**config.mk**
```make
export PLATFORM = sky130hd
export DESIGN_NAME = modified_utf8_string_decoder_core
export DESIGN_NICKNAME = d
export VERILOG_FILES = /design/src/rtl/mu8_pkg.sv /design/src/rtl/modified_utf8_string_decoder_core.sv /design/src/rtl/mu8_step.sv
export SDC_FILE = /design/constraint.sdc
export NUM_CORES = 1
export LEC_CHECK = 0
export ABC_AREA = 1
export BUFFER_PORTS_ARGS = -buffer_cell sky130_fd_sc_hd__buf_2
export CORE_ASPECT_RATIO = 1.1
export CORE_MARGIN = 10
export CORE_UTILIZATION = 23
export CTS_BUF_LIST = sky130_fd_sc_hd__clkbuf_16
export DETAILED_ROUTE_END_ITERATION = 8
export PLACE_DENSITY = 0.34
export SLEW_MARGIN = 20
export SYNTH_ARGS = -nofsm -noshare
export SYNTH_HDL_FRONTEND = slang
export SYNTH_HIERARCHICAL = 1
export SYNTH_SLANG_ARGS = --single-unit
```
**constraint.sdc**
```tcl
create_clock -name clock -period 3.4 [get_ports clock]
set_input_delay 0.34 -clock clock [delete_from_list [all_inputs] [get_ports clock]]
set_output_delay 0.34 -clock clock [all_outputs]
set_load 0.02 [all_outputs]
```
**src/rtl/mu8_pkg.sv**
```systemverilog
// shared types and constants for the modified utf-8 string decoder
`default_nettype none

package mu8_pkg;

   // result status codes
   localparam logic [1:0] STAT_CHAR      = 2'd0;
   localparam logic [1:0] STAT_EMPTY     = 2'd1;
   localparam logic [1:0] STAT_MALFORMED = 2'd2;

   // header length in bytes, counted from zero
   localparam logic [1:0] HDR_LAST = 2'd3;

   // lead nibble codes
   localparam logic [3:0] NIB_TWO_A = 4'hC;
   localparam logic [3:0] NIB_TWO_B = 4'hD;
   localparam logic [3:0] NIB_THREE = 4'hE;

   // payload masks
   localparam logic [7:0] MASK_TWO   = 8'h1F;
   localparam logic [7:0] MASK_THREE = 8'h0F;
   localparam logic [7:0] MASK_CONT  = 8'h3F;

   // decoder state
   typedef struct packed {
      logic        in_payload;
      logic [1:0]  hdr_cnt;
      logic [31:0] remain;
      logic [15:0] partial;
      logic [1:0]  cont;
   } state_type;

   // one result beat
   typedef struct packed {
      logic        valid;
      logic [15:0] char_out;
      logic [1:0]  status;
      logic        eos;
   } result_type;

endpackage

`default_nettype wire

```
**src/rtl/modified_utf8_string_decoder_core.sv**
```systemverilog
// top level: input register, byte decoder and result register
// path: an accepted byte is held in the input register, decoded, and its result registered in the result register
// throughput: one byte per cycle while no result is held back by a low rsp_ready
// bytes of a nonzero length header and well-formed lead or middle bytes of a sequence give no result
// reset: synchronous active high, clears decoder state and both valid flags
// after reset the next byte is taken as the first length byte
`default_nettype none

module modified_utf8_string_decoder_core (
   input  wire logic        clock,
   input  wire logic        reset,
   input  wire logic        req_valid,
   output logic             req_ready,
   input  wire logic [7:0]  req_byte_in,
   output logic             rsp_valid,
   input  wire logic        rsp_ready,
   output logic [15:0]      rsp_char_out,
   output logic [1:0]       rsp_status,
   output logic             rsp_end_of_string
);

   logic                in_vld_ff;
   logic [7:0]          in_byte_ff;
   mu8_pkg::state_type  state_ff;
   mu8_pkg::state_type  state_in;
   mu8_pkg::result_type res;
   logic                out_vld_ff;
   logic [15:0]         out_char_ff;
   logic [1:0]          out_status_ff;
   logic                out_eos_ff;
   logic                fire;

   // decode the registered byte
   mu8_step u_step (
      .cur     (state_ff),
      .byte_in (in_byte_ff),
      .nxt     (state_in),
      .res     (res)
   );

   // input stage advances unless a result is blocked
   assign fire      = in_vld_ff && (!res.valid || !out_vld_ff || rsp_ready);
   assign req_ready = !in_vld_ff || fire;

   // input register
   always_ff @(posedge clock) begin
      if (reset) begin
         in_vld_ff <= 1'b0;
      end else if (req_ready) begin
         in_vld_ff <= req_valid;
      end
      if (req_valid && req_ready) begin
         in_byte_ff <= req_byte_in;
      end
   end

   // decoder state
   always_ff @(posedge clock) begin
      if (reset) begin
         state_ff <= '0;
      end else if (fire) begin
         state_ff <= state_in;
      end
   end

   // result register
   always_ff @(posedge clock) begin
      if (reset) begin
         out_vld_ff <= 1'b0;
      end else if (fire && res.valid) begin
         out_vld_ff <= 1'b1;
      end else if (rsp_ready) begin
         out_vld_ff <= 1'b0;
      end
      if (fire && res.valid) begin
         out_char_ff   <= res.char_out;
         out_status_ff <= res.status;
         out_eos_ff    <= res.eos;
      end
   end

   assign rsp_valid         = out_vld_ff;
   assign rsp_char_out      = out_char_ff;
   assign rsp_status        = out_status_ff;
   assign rsp_end_of_string = out_eos_ff;

endmodule

`default_nettype wire

```
**src/rtl/mu8_step.sv**
```systemverilog
// next-state and result logic for one stream byte
`default_nettype none

module mu8_step (
   input  wire mu8_pkg::state_type  cur,
   input  wire logic [7:0]          byte_in,
   output mu8_pkg::state_type       nxt,
   output mu8_pkg::result_type      res
);

   logic [31:0] shifted;
   logic [31:0] dec;
   logic [3:0]  nib;
   logic [1:0]  cont_dec;
   logic [15:0] merged;

   assign shifted  = (cur.hdr_cnt == 2'd0) ? {24'd0, byte_in} : {cur.remain[23:0], byte_in};
   assign dec      = cur.remain - 32'd1;
   assign nib      = byte_in[7:4];
   assign cont_dec = cur.cont - 2'd1;
   assign merged   = {cur.partial[9:0], byte_in[5:0]};

   // decode one byte against the current state
   always_comb begin
      nxt = cur;
      res = '0;
      if (!cur.in_payload) begin
         // length header
         if (cur.hdr_cnt != mu8_pkg::HDR_LAST) begin
            nxt.hdr_cnt = cur.hdr_cnt + 2'd1;
            nxt.remain  = shifted;
         end else if (shifted == 32'd0) begin
            nxt        = '0;
            res.valid  = 1'b1;
            res.status = mu8_pkg::STAT_EMPTY;
            res.eos    = 1'b1;
         end else begin
            nxt            = '0;
            nxt.in_payload = 1'b1;
            nxt.remain     = shifted;
         end
      end else if (cur.cont == 2'd0) begin
         // lead byte
         if (!nib[3]) begin
            nxt.remain   = dec;
            res.valid    = 1'b1;
            res.status   = mu8_pkg::STAT_CHAR;
            res.char_out = {8'd0, byte_in};
            if (dec == 32'd0) begin
               nxt     = '0;
               res.eos = 1'b1;
            end
         end else if ((nib == mu8_pkg::NIB_TWO_A || nib == mu8_pkg::NIB_TWO_B)
                      && cur.remain >= 32'd2) begin
            nxt.partial = {8'd0, byte_in & mu8_pkg::MASK_TWO};
            nxt.cont    = 2'd1;
            nxt.remain  = dec;
         end else if (nib == mu8_pkg::NIB_THREE && cur.remain >= 32'd3) begin
            nxt.partial = {8'd0, byte_in & mu8_pkg::MASK_THREE};
            nxt.cont    = 2'd2;
            nxt.remain  = dec;
         end else begin
            nxt        = '0;
            res.valid  = 1'b1;
            res.status = mu8_pkg::STAT_MALFORMED;
            res.eos    = 1'b1;
         end
      end else if (byte_in[7:6] != 2'b10) begin
         // bad continuation
         nxt        = '0;
         res.valid  = 1'b1;
         res.status = mu8_pkg::STAT_MALFORMED;
         res.eos    = 1'b1;
      end else begin
         // good continuation
         nxt.cont   = cont_dec;
         nxt.remain = dec;
         if (cont_dec != 2'd0) begin
            nxt.partial = merged;
         end else begin
            nxt.partial  = 16'd0;
            res.valid    = 1'b1;
            res.status   = mu8_pkg::STAT_CHAR;
            res.char_out = merged;
            if (dec == 32'd0) begin
               nxt     = '0;
               res.eos = 1'b1;
            end
         end
      end
   end

endmodule

`default_nettype wire

```
======== Word-level counts from Yosys, hierarchy flattened ========
Cells that the tools add are included.
Widths: inputs -> output; s select.
storage, ports and cells
  register bits after elaboration ......... 76
  bits in latches ......................... 0
  bits in writable memories ............... 0
  ROM bits ................................ 0
  output and inout port bits .............. 21
  logic and storage cells ................. 86
  memories kept ........................... 0
cells by class
  $add $sub $neg .......................... 3
  multiply operators ...................... 0
  div/mod/pow operators ................... 0
  order comparisons ....................... 2
  equality and inequality tests ........... 11
  shift-type cells ........................ 0
  multiplexer cells ....................... 39
  bitwise gates (word level) .............. 0
  reduce and logical (&&, ||, !) cells .... 20
operators by type and width
  operator               number
  $mux 53                7
  $mux 50                2
  $ge 32x2->1 const B    2
  $logic_not 32->1       2
  $mux 20                2
  $mux 35                1
  $mux 34                1
  $mux 16                2
  $mux 32                1
  $sub 32x1->32 const B  1
  $mux 3                 8
  $mux 18                1
  $eq 4x4->1 const B     3
  $ne 4x4->1 const B     3
  $mux 1                 11
  $mux 7                 1
  $ne 2x2->1 const B     3
  $reduce_and 6->1       1
  $logic_and 1x1->1      5
  $logic_not 2->1        2
  $logic_or 1x1->1       4
  $mux 2                 2
  $ne 4x1->1 const B     1
  $ne 4x2->1 const B     1
  other kinds (5)        8

======== Longest topological paths before layout ========
Gate-level depths: netlist of the first run.
  depth after elaboration ................. 13
  mapped depth ............................ 23
  gate-level depth less buffers ........... 23

======== Modules after synthesis ========
Netlist of the first run, hierarchy kept.
modules (own cells, without submodules)
  module                             times used  cells each  area an instance (um^2)  sequential area each (um^2)
  modified_utf8_string_decoder_core  1           389         3255.6                   1911.8
  mu8_step                           1           550         2697.6                   0.0

======== Worst setup path after synthesis of the first run ========
Ideal clock, no wire load.
  path type ............................... reg-to-reg
  from .................................... reg state_ff[34] (netlist bit)
  to ...................................... reg out_char_ff[0] (netlist: rsp_char_out[0]) (enable)
  setup time .............................. 331 ps
  arrival ................................. 2505 ps
  required time ........................... 3069 ps
  path slack .............................. 564 ps
  cell stages (with the launch flop) ...... 17
  buffers on the path ..................... 2
  period minus slack after synthesis ...... 2836 ps
  cell sequence ........................... dfxtp_1 nor2_1 nand2_1 nor2_1 nand2_1 nor4_1 nand2_1 nand2_1 nand2_1 a21oi_2 nor2_1 nor2_1 nand3_2 buf_4 buf_6 nand3_1 inv_1
RTL lines
  what                    RTL line                                 RTL
  from (decl)             modified_utf8_string_decoder_core.sv:24  mu8_pkg::state_type state_ff;
  from (signal assigned)  modified_utf8_string_decoder_core.sv:62  state_ff <= state_in;
  to (signal assigned)    modified_utf8_string_decoder_core.sv:76  out_char_ff <= res.char_out;
  to (decl)               modified_utf8_string_decoder_core.sv:28  logic [15:0] out_char_ff;

==> results of run 1 <==
## flip-flops by register name, indices dropped and copies added (netlist names)
register / count
state_ff: 47
rsp_char_out: 16
in_byte_ff: 8
rsp_status: 2
in_vld_ff: 1
rsp_end_of_string: 1
rsp_valid: 1
## per-layer routing
layer	share of wire, %	global-route usage (%)
met3	1.7	1.90
met2	48	20.9
met4	1.5	3.90
met1	49	15.5
met5	0	0
## power breakdown
group | total (W) | leakage [nW] | internal (W) | switching, W
Combinational | 0.000684 | 2.05 | 0.000219 | 0.000465
Sequential | 0.00106 | 0.626 | 0.000988 | 0.0000694
Clock | 0.00108 | 0.156 | 0.000591 | 0.000487
## through the flow
step / cell area, um^2 / std cells / hold WS (ns) / setup slack (ns) / util (%)
final: 6400 / 1207 / 0.153 / 0.301 / 26.9
after global routing: 6400 / 1207 / 0.147 / 0.00865 / 26.9
after CTS: 6380 / 1207 / 0.131 / 0.0210 / 26.9
after detailed placement: 6070 / 1191 / 0.476 / 0.159 / 25.5
after global placement: 6070 / 1191 / 0.466 / 0.174 / 25.5
after floorplan: 5570 / 873 / 0.409 / 0.567 / -
## cell usage in the layout (no fill, tap or decap), types with 3 or more instances in the layout
master and instances:
edfxtp_1 27, buf_2 32, ha_1 8, o22ai_1 6, nand4_1 7, nand2_1 244, inv_2 6, nor2_4 8
a21oi_1 50, inv_1 121, buf_4 23, a21oi_2 3, o21ai_1 7, nor2_1 132, inv_8 3, o21ai_0 18
o21ai_2 19, clkbuf_16 9, nor2_2 8, nand2_2 6, dfxtp_1 47, nand3_2 10, nand3_1 79, nand2_4 4
## critical path, cell delays in order (launching register included)
cell	delay [ns]
dfxtp_1	0.32
nor2_2	0.18
nand2_1	0.14
nor2_2	0.24
nand2_1	0.09
nor4_2	0.20
buf_4	0.17
nand2_1	0.05
nand2_1	0.11
nand2_1	0.10
a21oi_2	0.17
nor2_1	0.07
nor2_2	0.16
nand4_1	0.18
buf_2	0.23
## final timing paths
check,endpoint,slack [ns],cells after the start
setup / recovery,req_ready,0.30,14
hold / removal,in_vld_ff$_SDFFE_PP0P_,0.15,2
setup reg to reg,state_ff[50]$_SDFFE_PP0P_,0.32,20
hold reg to reg,state_ff[48]$_SDFFE_PP0P_,0.49,2
## area by class of cell
cell class	instances	area share, %
clock inverters	7	1.41
multi-input cells	627	48.1
inverters	127	7.45
repair buffers	56	5.51
clock buffers	9	3.52
well taps	305	5.96
flip-flops and latches	76	28.1
## repair_timing
item	4_1_cts	5_1_grt
buffers inserted	0	0
setup endpoints to repair	1	35
gates resized for setup	1	4
hold buffers	0	0
gates cloned	0	0
==> out/results.tsv, run 1 <==
metric	value	unit
mean routed wirelength per cell	15.4	um
Max VDD drop	0.000194	V
Initial Utilization	23.4	%
Syn Area/Cell	6.37	um^2
nets@finish	917	
worst r2r src	state_ff[20]$_SDFFE_PP0P_	
Port Buffers	32	
hold crit path type	in -> reg	
core box area	23800	um^2
net count after synthesis	893	
Area Overhead vs Synth	15.0	%
CTS buffer count	9	
overall die width	168	um
Setup Skew	0.0112	ns
Max Cap Viol	0	
vias in the first global route	5421	
status	complete, no violations	
CP Data Required Time	3.06	ns
Arr. time, crit path	2.76	ns
final slew viol count	0	
Fin Setup TNS	0	ns
max_slew headroom	31.8	%
Final Hold Viols	0	
Cell Pwr Density	441	nW/um^2
critical path launch point	state_ff[38]$_SDFFE_PP0P_	
Hold Path Origin	reset	
Routed WL	18.6	mm
worst-skew pair later-pin latency	0.36	ns
die footprint	30800	um^2
first drt pass iteration count	4	
Bufs on Longest Clock Path	2	
DRC viols	0	
gpl congestion	0.837	
die height	183	um
post-route minimum period	3.10	ns
Fill cells	2753	
CTS clk-pin slew, worst paths	0.07	ns
CTS tree	yes	
worst-path fanout max	4	
final period utilization	91.1	%
via/cell ratio	4.37	
Startpoint Class	flop	
dpl hpwl	13.4	mm
TritonCTS Sinks	76	
Max Fclk	0.323	GHz
Worst Tran Pin Value	1.02	ns
largest net degree at the start of global routing	73	
Remaining Overflow, GRT	0	
Netlist Area Pre-Place	5570	um^2
unrepaired setup endpoints after global routing	no	
I/O pin total	33	
FF+latch area	1800	um^2
area of the multi-input gates	3080	um^2
Ys Warns	6	
P_leak	2.84	nW
initial antenna violation count	0	
first-pass GRT wire length	30.6	mm
Final ANT Viol Nets	0	
root buffer cell	clkbuf_16	
n_diodes	0	
First DRT Iteration DRCs	257	
GRT Total Usage	12.3	%
Vias	5271	
final setup fails	0	
H-tree depth	3	
Setup crit end kind	output port	
WS Path Type	reg -> out	
Gate Count Post-Synth	873	
Total Power	0.00282	W
Std-Cell Rows	59	
share of cells above drive strength 1	16.1	%
No activity file was read; power rests on OpenSTA's default activity.
==> run 2: changes to the inputs <==
--- a/config.mk
+++ b/config.mk
@@ -16,5 +16,4 @@
 export SLEW_MARGIN = 20
 export SYNTH_ARGS = -nofsm -noshare
 export SYNTH_HDL_FRONTEND = slang
-export SYNTH_HIERARCHICAL = 1
 export SYNTH_SLANG_ARGS = --single-unit
==> run 2 against run 1 <==
Critical endpoint unchanged; sequential power barely moved; combinational power fell by 29%; wire length fell by 14%; largest power group is now registers; critical path type unchanged; worst hold slack improved by 0.0097 ns; sequential cell count did not move; clock-buffer cell count did not move; synthesized area fell by 15%; clock skew fell by 0.0031 ns; final cell count fell by 18%; highest routed layer unchanged; setup slack improved by 0.041 ns; maximum frequency rose by 1.4%.
==> out/results.tsv, run 2 <==
metric	value	unit	change
Max VDD drop	0.000231	V	+19%
count of cell types in the netlist	36		
H-tree depth	3		unchanged
Post-CTS Setup Inserts	0		unchanged
top post-synthesis cells by area	dfxtp_1 (21%), edfxtp_1 (17%), nand2_1 (13%)		
main flop type after synthesis	dfxtp_1		
XOR/XNOR share of the synthesized area	1.11	%	
worst-skew pair later-pin latency	0.35	ns	about the same
Area Overhead vs Synth	15.8	%	
Synth top area share	20.8	%	
Fin Hold WS	0.162	ns	+0.00973 ns
Fill cells	2265		-18%
die height	170	um	-7.0%
Startpoint Class	flop		
Ys Warns	0		-6
largest net degree at the start of global routing	35		-52%
Routed WL	16.0	mm	-14%
final period utilization	89.9	%	-1.2 points
unrepaired setup endpoints after global routing	no		
synth cell count leaders	nand2_1 (167), nor2_1 (116), a21oi_1 (72)		
CTS buffer count	9		unchanged
DRC viols	0		unchanged
nets@finish	748		-18%
final setup fails	0		unchanged
final worst slack	0.342	ns	+0.0413 ns
post-route minimum period	3.06	ns	-0.0413 ns
Bufs on Longest Clock Path	2		unchanged
commonest cells after routing, fill and taps aside	nand2_1 (167), nor2_1 (116), a21oi_1 (72), inv_1 (71), dfxtp_1 (49)		
CTS tree	yes		
multiplexer share of the synthesized area	0	%	
max FFs per register	47		unchanged
WS Path Type	reg -> out		
Netlist Area Pre-Place	4720	um^2	-15%
Final ANT Viol Nets	0		unchanged
first drt pass iteration count	4		unchanged
overall die width	157	um	-6.9%
dpl hpwl	12.2	mm	-9.2%
hold crit path type	in -> reg		
Cell Pwr Density	460	nW/um^2	+4.3%
Place WS	0.401	ns	+0.243 ns
Std-Cell Rows	54		-8.5%
die footprint	26700	um^2	-13%
Arr. time, crit path	2.72	ns	-0.04 ns
I/O pin total	33		unchanged
Post-Synth Simple-Gate Area	36.0	%	
Remaining Overflow, GRT	0		unchanged
Compound-Gate Fraction of Synth Area	14.3	%	
Worst Tran Pin Value	1.04	ns	+0.0148 ns
via/cell ratio	4.62		+5.7%
EDFF count, synth	27		
status	complete, no violations		
Setup crit end kind	output port		
Gate Count Post-Synth	696		-20%
Setup Skew	0.00802	ns	-0.00314 ns
P_leak	2.31	nW	-19%
CTS clk-pin slew, worst paths	0.07	ns	about the same
most numerous cell in the Yosys netlist	nand2_1		
CP Data Required Time	3.06	ns	about the same
Max Cap Viol	0		unchanged
first-pass GRT wire length	26.1	mm	-15%
max_slew headroom	30.5	%	-1.3 points
Adder-Cell Fraction of Synth Area	2.12	%	
share of cells above drive strength 1	13.2	%	-2.8 points
worst-path fanout max	6		+2
register area share after synthesis	37.9	%	
CTS Hold Bufs	0		unchanged
Initial Utilization	23.6	%	+0.20 points
Synth Register Bits	76		
asr flop ratio synth	0	%	
cts repair resizes	0		-1
Final Core Density	27.4	%	+0.43 points
initial antenna violation count	0		unchanged
Fin Setup TNS	0	ns	unchanged
Vias	4546		-14%
core box area	20000	um^2	-16%
Max Fclk	0.327	GHz	+1.4%
leading area contributor after synthesis	dfxtp_1		
Port Buffers	32		unchanged
most flop-heavy register	state_ff		
mean routed wirelength per cell	16.2	um	+5.2%
GRT Total Usage	12.5	%	+0.19 points
Syn Area/Cell	6.79	um^2	+6.5%
net count after synthesis	716		-20%
First DRT Iteration DRCs	260		+1.2%
gpl congestion	0.873		+4.3%
root buffer cell	clkbuf_16		
Final Hold Viols	0		unchanged
TritonCTS Sinks	76		unchanged
n_diodes	0		unchanged
largest family of logic cells by synthesized area	simple AND/OR/NAND/NOR gates		
final slew viol count	0		unchanged
most common cell after layout, fill and taps aside	nand2_1		
vias in the first global route	4602		-15%
-- run 2: path summary, 6_finish.rpt --
kind         slack, ns                      start  cells past startpoint                          end
min reg2reg       0.47  state_ff[11]$_SDFFE_PP0P_                      2    state_ff[11]$_SDFFE_PP0P_
max reg2reg       0.41  state_ff[18]$_SDFFE_PP0P_                     16  rsp_end_of_string$_DFFE_PP_
max               0.34  state_ff[40]$_SDFFE_PP0P_                     11                    req_ready
min               0.16             req_byte_in[1]                      1      in_byte_ff[1]$_DFFE_PP_
-- run 2: worst max-delay path, stage by stage (launching register included) --
cell and delay [ns]:
dfxtp_1 0.40, nor2_1 0.21, nand2_1 0.10, nor2_1 0.35, nand3_1 0.13, o21ai_1 0.22
nand3_1 0.12, nand3_2 0.16, inv_1 0.11, nor2_1 0.18, nand3_1 0.18, buf_2 0.21
-- run 2: cell type report --
cell class	count	area (um^2)	share of cell area, %
Clock buffer	9	225	4.12
Clock inverter	7	76.3	1.40
Inverter	79	297	5.42
Multi-Input combinational cell	521	2520	46.2
Tap cell	252	315	5.76
Timing Repair Buffer	41	240	4.39
Sequential cell	76	1790	32.8
-- run 2: routing by layer --
layer  wire length (um)  global-route usage, %
met1               7270                   15.4
met2               7900                   21.6
met3                575                   1.89
met4                245                   4.19
met5                  0                      0
-- run 2: through the flow --
step                std cells  total power [W]  instance area (um^2)
floorplan                 696          0.00138                  4720
global placement          969          0.00154                  5170
detailed placement        969          0.00153                  5170
CTS                       985          0.00255                  5470
global route              985          0.00266                  5470
finish                    985          0.00251                  5470
-- run 2: where the power goes --
group	internal, W	switching, W
clock	0.000574	0.000429
sequential	0.000969	0.0000562
combinational	0.000146	0.000339
total	0.00169	0.000824
-- run 2: kinds of logic after synthesis --
family	after synthesis
simple gates	375
fa+ha+maj	8
xor+xnor	6
flops	76
compound gates	132
buf+inv	99
==> run 3: changes to the inputs <==
--- a/config.mk
+++ b/config.mk
@@ -9,10 +9,10 @@
 export BUFFER_PORTS_ARGS = -buffer_cell sky130_fd_sc_hd__buf_2
 export CORE_ASPECT_RATIO = 1.1
 export CORE_MARGIN = 10
-export CORE_UTILIZATION = 23
+export CORE_UTILIZATION = 47
 export CTS_BUF_LIST = sky130_fd_sc_hd__clkbuf_16
 export DETAILED_ROUTE_END_ITERATION = 8
-export PLACE_DENSITY = 0.34
+export PLACE_DENSITY = 0.62
 export SLEW_MARGIN = 20
 export SYNTH_ARGS = -nofsm -noshare
 export SYNTH_HDL_FRONTEND = slang
==> run 3 against run 2 <==
Utilization grew 26 points; setup slack gained 0.16 ns; die area shrank 46%; worst hold slack gained 0.012 ns; largest power group unchanged; highest routed layer unchanged.
==> out/results.tsv, run 3 (same netlist as run 2, synthesis figures left out) <==
metric	value	unit	change
Sw Pwr	0.000762	W	-7.5%
Post-CTS Setup Inserts	0		unchanged
largest net degree at the start of global routing	35		unchanged
CTS clk-pin slew, worst paths	0.06	ns	about the same
first drt pass iteration count	5		+1
final period utilization	85.3	%	-4.6 points
hold crit path type	in -> reg		
grt peak-use layer	met2		
Fin Hold WS	0.174	ns	+0.0119 ns
Sw Ratio	30.3	%	-2.5 points
Port Buffers	32		unchanged
max_slew headroom	33.3	%	+2.8 points
share of cells above drive strength 1	12.9	%	-0.36 points
Bufs on Longest Clock Path	2		unchanged
Final ANT Viol Nets	0		unchanged
overall die width	116	um	-26%
CTS tree	yes		
via/cell ratio	5.38		+17%
worst-skew pair later-pin latency	0.34	ns	about the same
unrepaired setup endpoints after global routing	no		
cts repair resizes	0		unchanged
Std-Cell Rows	38		-30%
Routed WL	13.3	mm	-17%
final setup fails	0		unchanged
Vias	4577		+0.68%
final slew viol count	0		unchanged
vias in the first global route	4231		-8.1%
Int Power	0.00176	W	+3.9%
CTS buffer count	9		unchanged
Worst Tran Pin Value	1.00	ns	-0.0362 ns
Setup crit end kind	flop		
critical-path cell list	inv_1 -> ha_1 -> nand2_1 -> nor2_2 -> nand3_1 -> o21ai_1 -> nand2_1 -> nor2_1 -> nand2_1 -> nor2_1 -> nand3_1 -> nand3_1 -> nand3_2 -> buf_4 -> nand2_1 -> a21oi_1		
CP Data Required Time	3.62	ns	+0.56 ns
dpl hpwl	9.92	mm	-19%
die footprint	14500	um^2	-46%
Startpoint Class	flop		
met2 Resource Use GR	31.5	%	+10 points
CTS Hold Bufs	0		unchanged
gpl congestion	0.935		+7.1%
TritonCTS Sinks	76		unchanged
Final Hold Viols	0		unchanged
Total Power	0.00252	W	+0.18%
most common cell after layout, fill and taps aside	nand2_1		
Fin Setup TNS	0	ns	unchanged
P_leak	2.31	nW	about the same
I/O pin total	33		unchanged
core box area	9840	um^2	-51%
Setup Skew	0.00826	ns	+0.000240 ns
initial antenna violation count	0		unchanged
max FFs per register	47		unchanged
die height	125	um	-27%
First DRT Iteration DRCs	306		+18%
first-pass GRT wire length	21.3	mm	-18%
worst-path fanout max	32		+26
crit-path most repeated cell	nand2_1		
Cell Pwr Density	477	nW/um^2	+3.7%
Final Core Density	53.7	%	+26 points
root buffer cell	clkbuf_16		
combinational share of power	18.6	%	-0.7 points
Max VDD drop	0.000194	V	-16%
Arr. time, crit path	3.12	ns	+0.40 ns
commonest cells after routing, fill and taps aside	nand2_1 (167), nor2_1 (116), inv_1 (72), a21oi_1 (72), dfxtp_1 (49)		
Initial Utilization	48.0	%	+24 points
Max stage delay on crit path	0.36	ns	-0.04 ns
Area Overhead vs Synth	11.9	%	
GR Util met1	22.0	%	+6.5 points
Max Cap Viol	0		unchanged
H-tree depth	3		unchanged
status	complete, no violations		
post-route minimum period	2.90	ns	-0.157 ns
n_diodes	0		unchanged
GR Util met3	3.25	%	+1.4 points
Remaining Overflow, GRT	0		unchanged
most flop-heavy register	state_ff		
nets@finish	745		-0.40%
Fill cells	985		-57%
clock share of power	40.7	%	+0.8 points
sequential power share	40.7	%	about the same
CP max stage cell	dfxtp_1		
WS Path Type	reg -> reg		
Max Fclk	0.345	GHz	+5.4%
GRT Total Usage	18.4	%	+6.0 points
DRC viols	0		unchanged
mean routed wirelength per cell	15.6	um	-3.9%
-- run 3: stage by stage --
stage | cells | worst slack [ns] | area (um^2)
4_1_cts | 850 | 0.527 | 5290
2_1_floorplan | 696 | 1.07 | 4720
3_3_place_gp | 834 | 0.641 | 4970
3_5_place_dp | 834 | 0.581 | 4970
5_1_grt | 850 | 0.264 | 5290
6_report | 850 | 0.500 | 5290
-- run 3: critical path: cells and delay by family, from the launching register on --
family	cells	cell delay [ns]
simple gates	11	1.38
buf+inv	2	0.43
flops	1	0.36
fa+ha+maj	1	0.36
compound gates	2	0.22
-- run 3: worst paths after layout --
| kind | startpoint | to | slack, ns | cells past startpoint |
|---|---|---|---|---|
| setup reg to reg | state_ff[18]$_SDFFE_PP0P_ | state_ff[30]$_SDFFE_PP0P_ | 0.50 | 16 |
| setup / recovery | state_ff[18]$_SDFFE_PP0P_ | state_ff[30]$_SDFFE_PP0P_ | 0.50 | 16 |
| hold reg to reg | state_ff[10]$_SDFFE_PP0P_ | state_ff[10]$_SDFFE_PP0P_ | 0.46 | 2 |
| hold / removal | req_byte_in[3] | in_byte_ff[3]$_DFFE_PP_ | 0.17 | 1 |
-- run 3: power by group through the flow --
stage | Clock (W) | Combinational, W | Sequential [W]
3_5_place_dp | 0 | 0.000463 | 0.00104
4_1_cts | 0.00104 | 0.000466 | 0.00102
2_1_floorplan | 0 | 0.000360 | 0.00102
5_1_grt | 0.00109 | 0.000527 | 0.00103
6_report | 0.00103 | 0.000468 | 0.00103
3_3_place_gp | 0 | 0.000464 | 0.00104
-- run 3: cell type report --
class | instances | area (um^2) | area share (%)
Multi-Input combinational cell | 521 | 2520 | 47.8
Sequential cell | 76 | 1790 | 33.9
Inverter | 79 | 297 | 5.61
Clock buffer | 9 | 225 | 4.26
Timing Repair Buffer | 38 | 205 | 3.88
Tap cell | 120 | 150 | 2.84
Clock inverter | 7 | 91.3 | 1.73
-- run 3: per-layer routing --
| layer | part of all wire, % | up-vias |
|---|---|---|
| met4 | 2.9 | 0 |
| li1 | - | 2326 |
| met1 | 43 | 2090 |
| met2 | 49 | 132 |
| met3 | 5.1 | 29 |
| met5 | 0 | - |
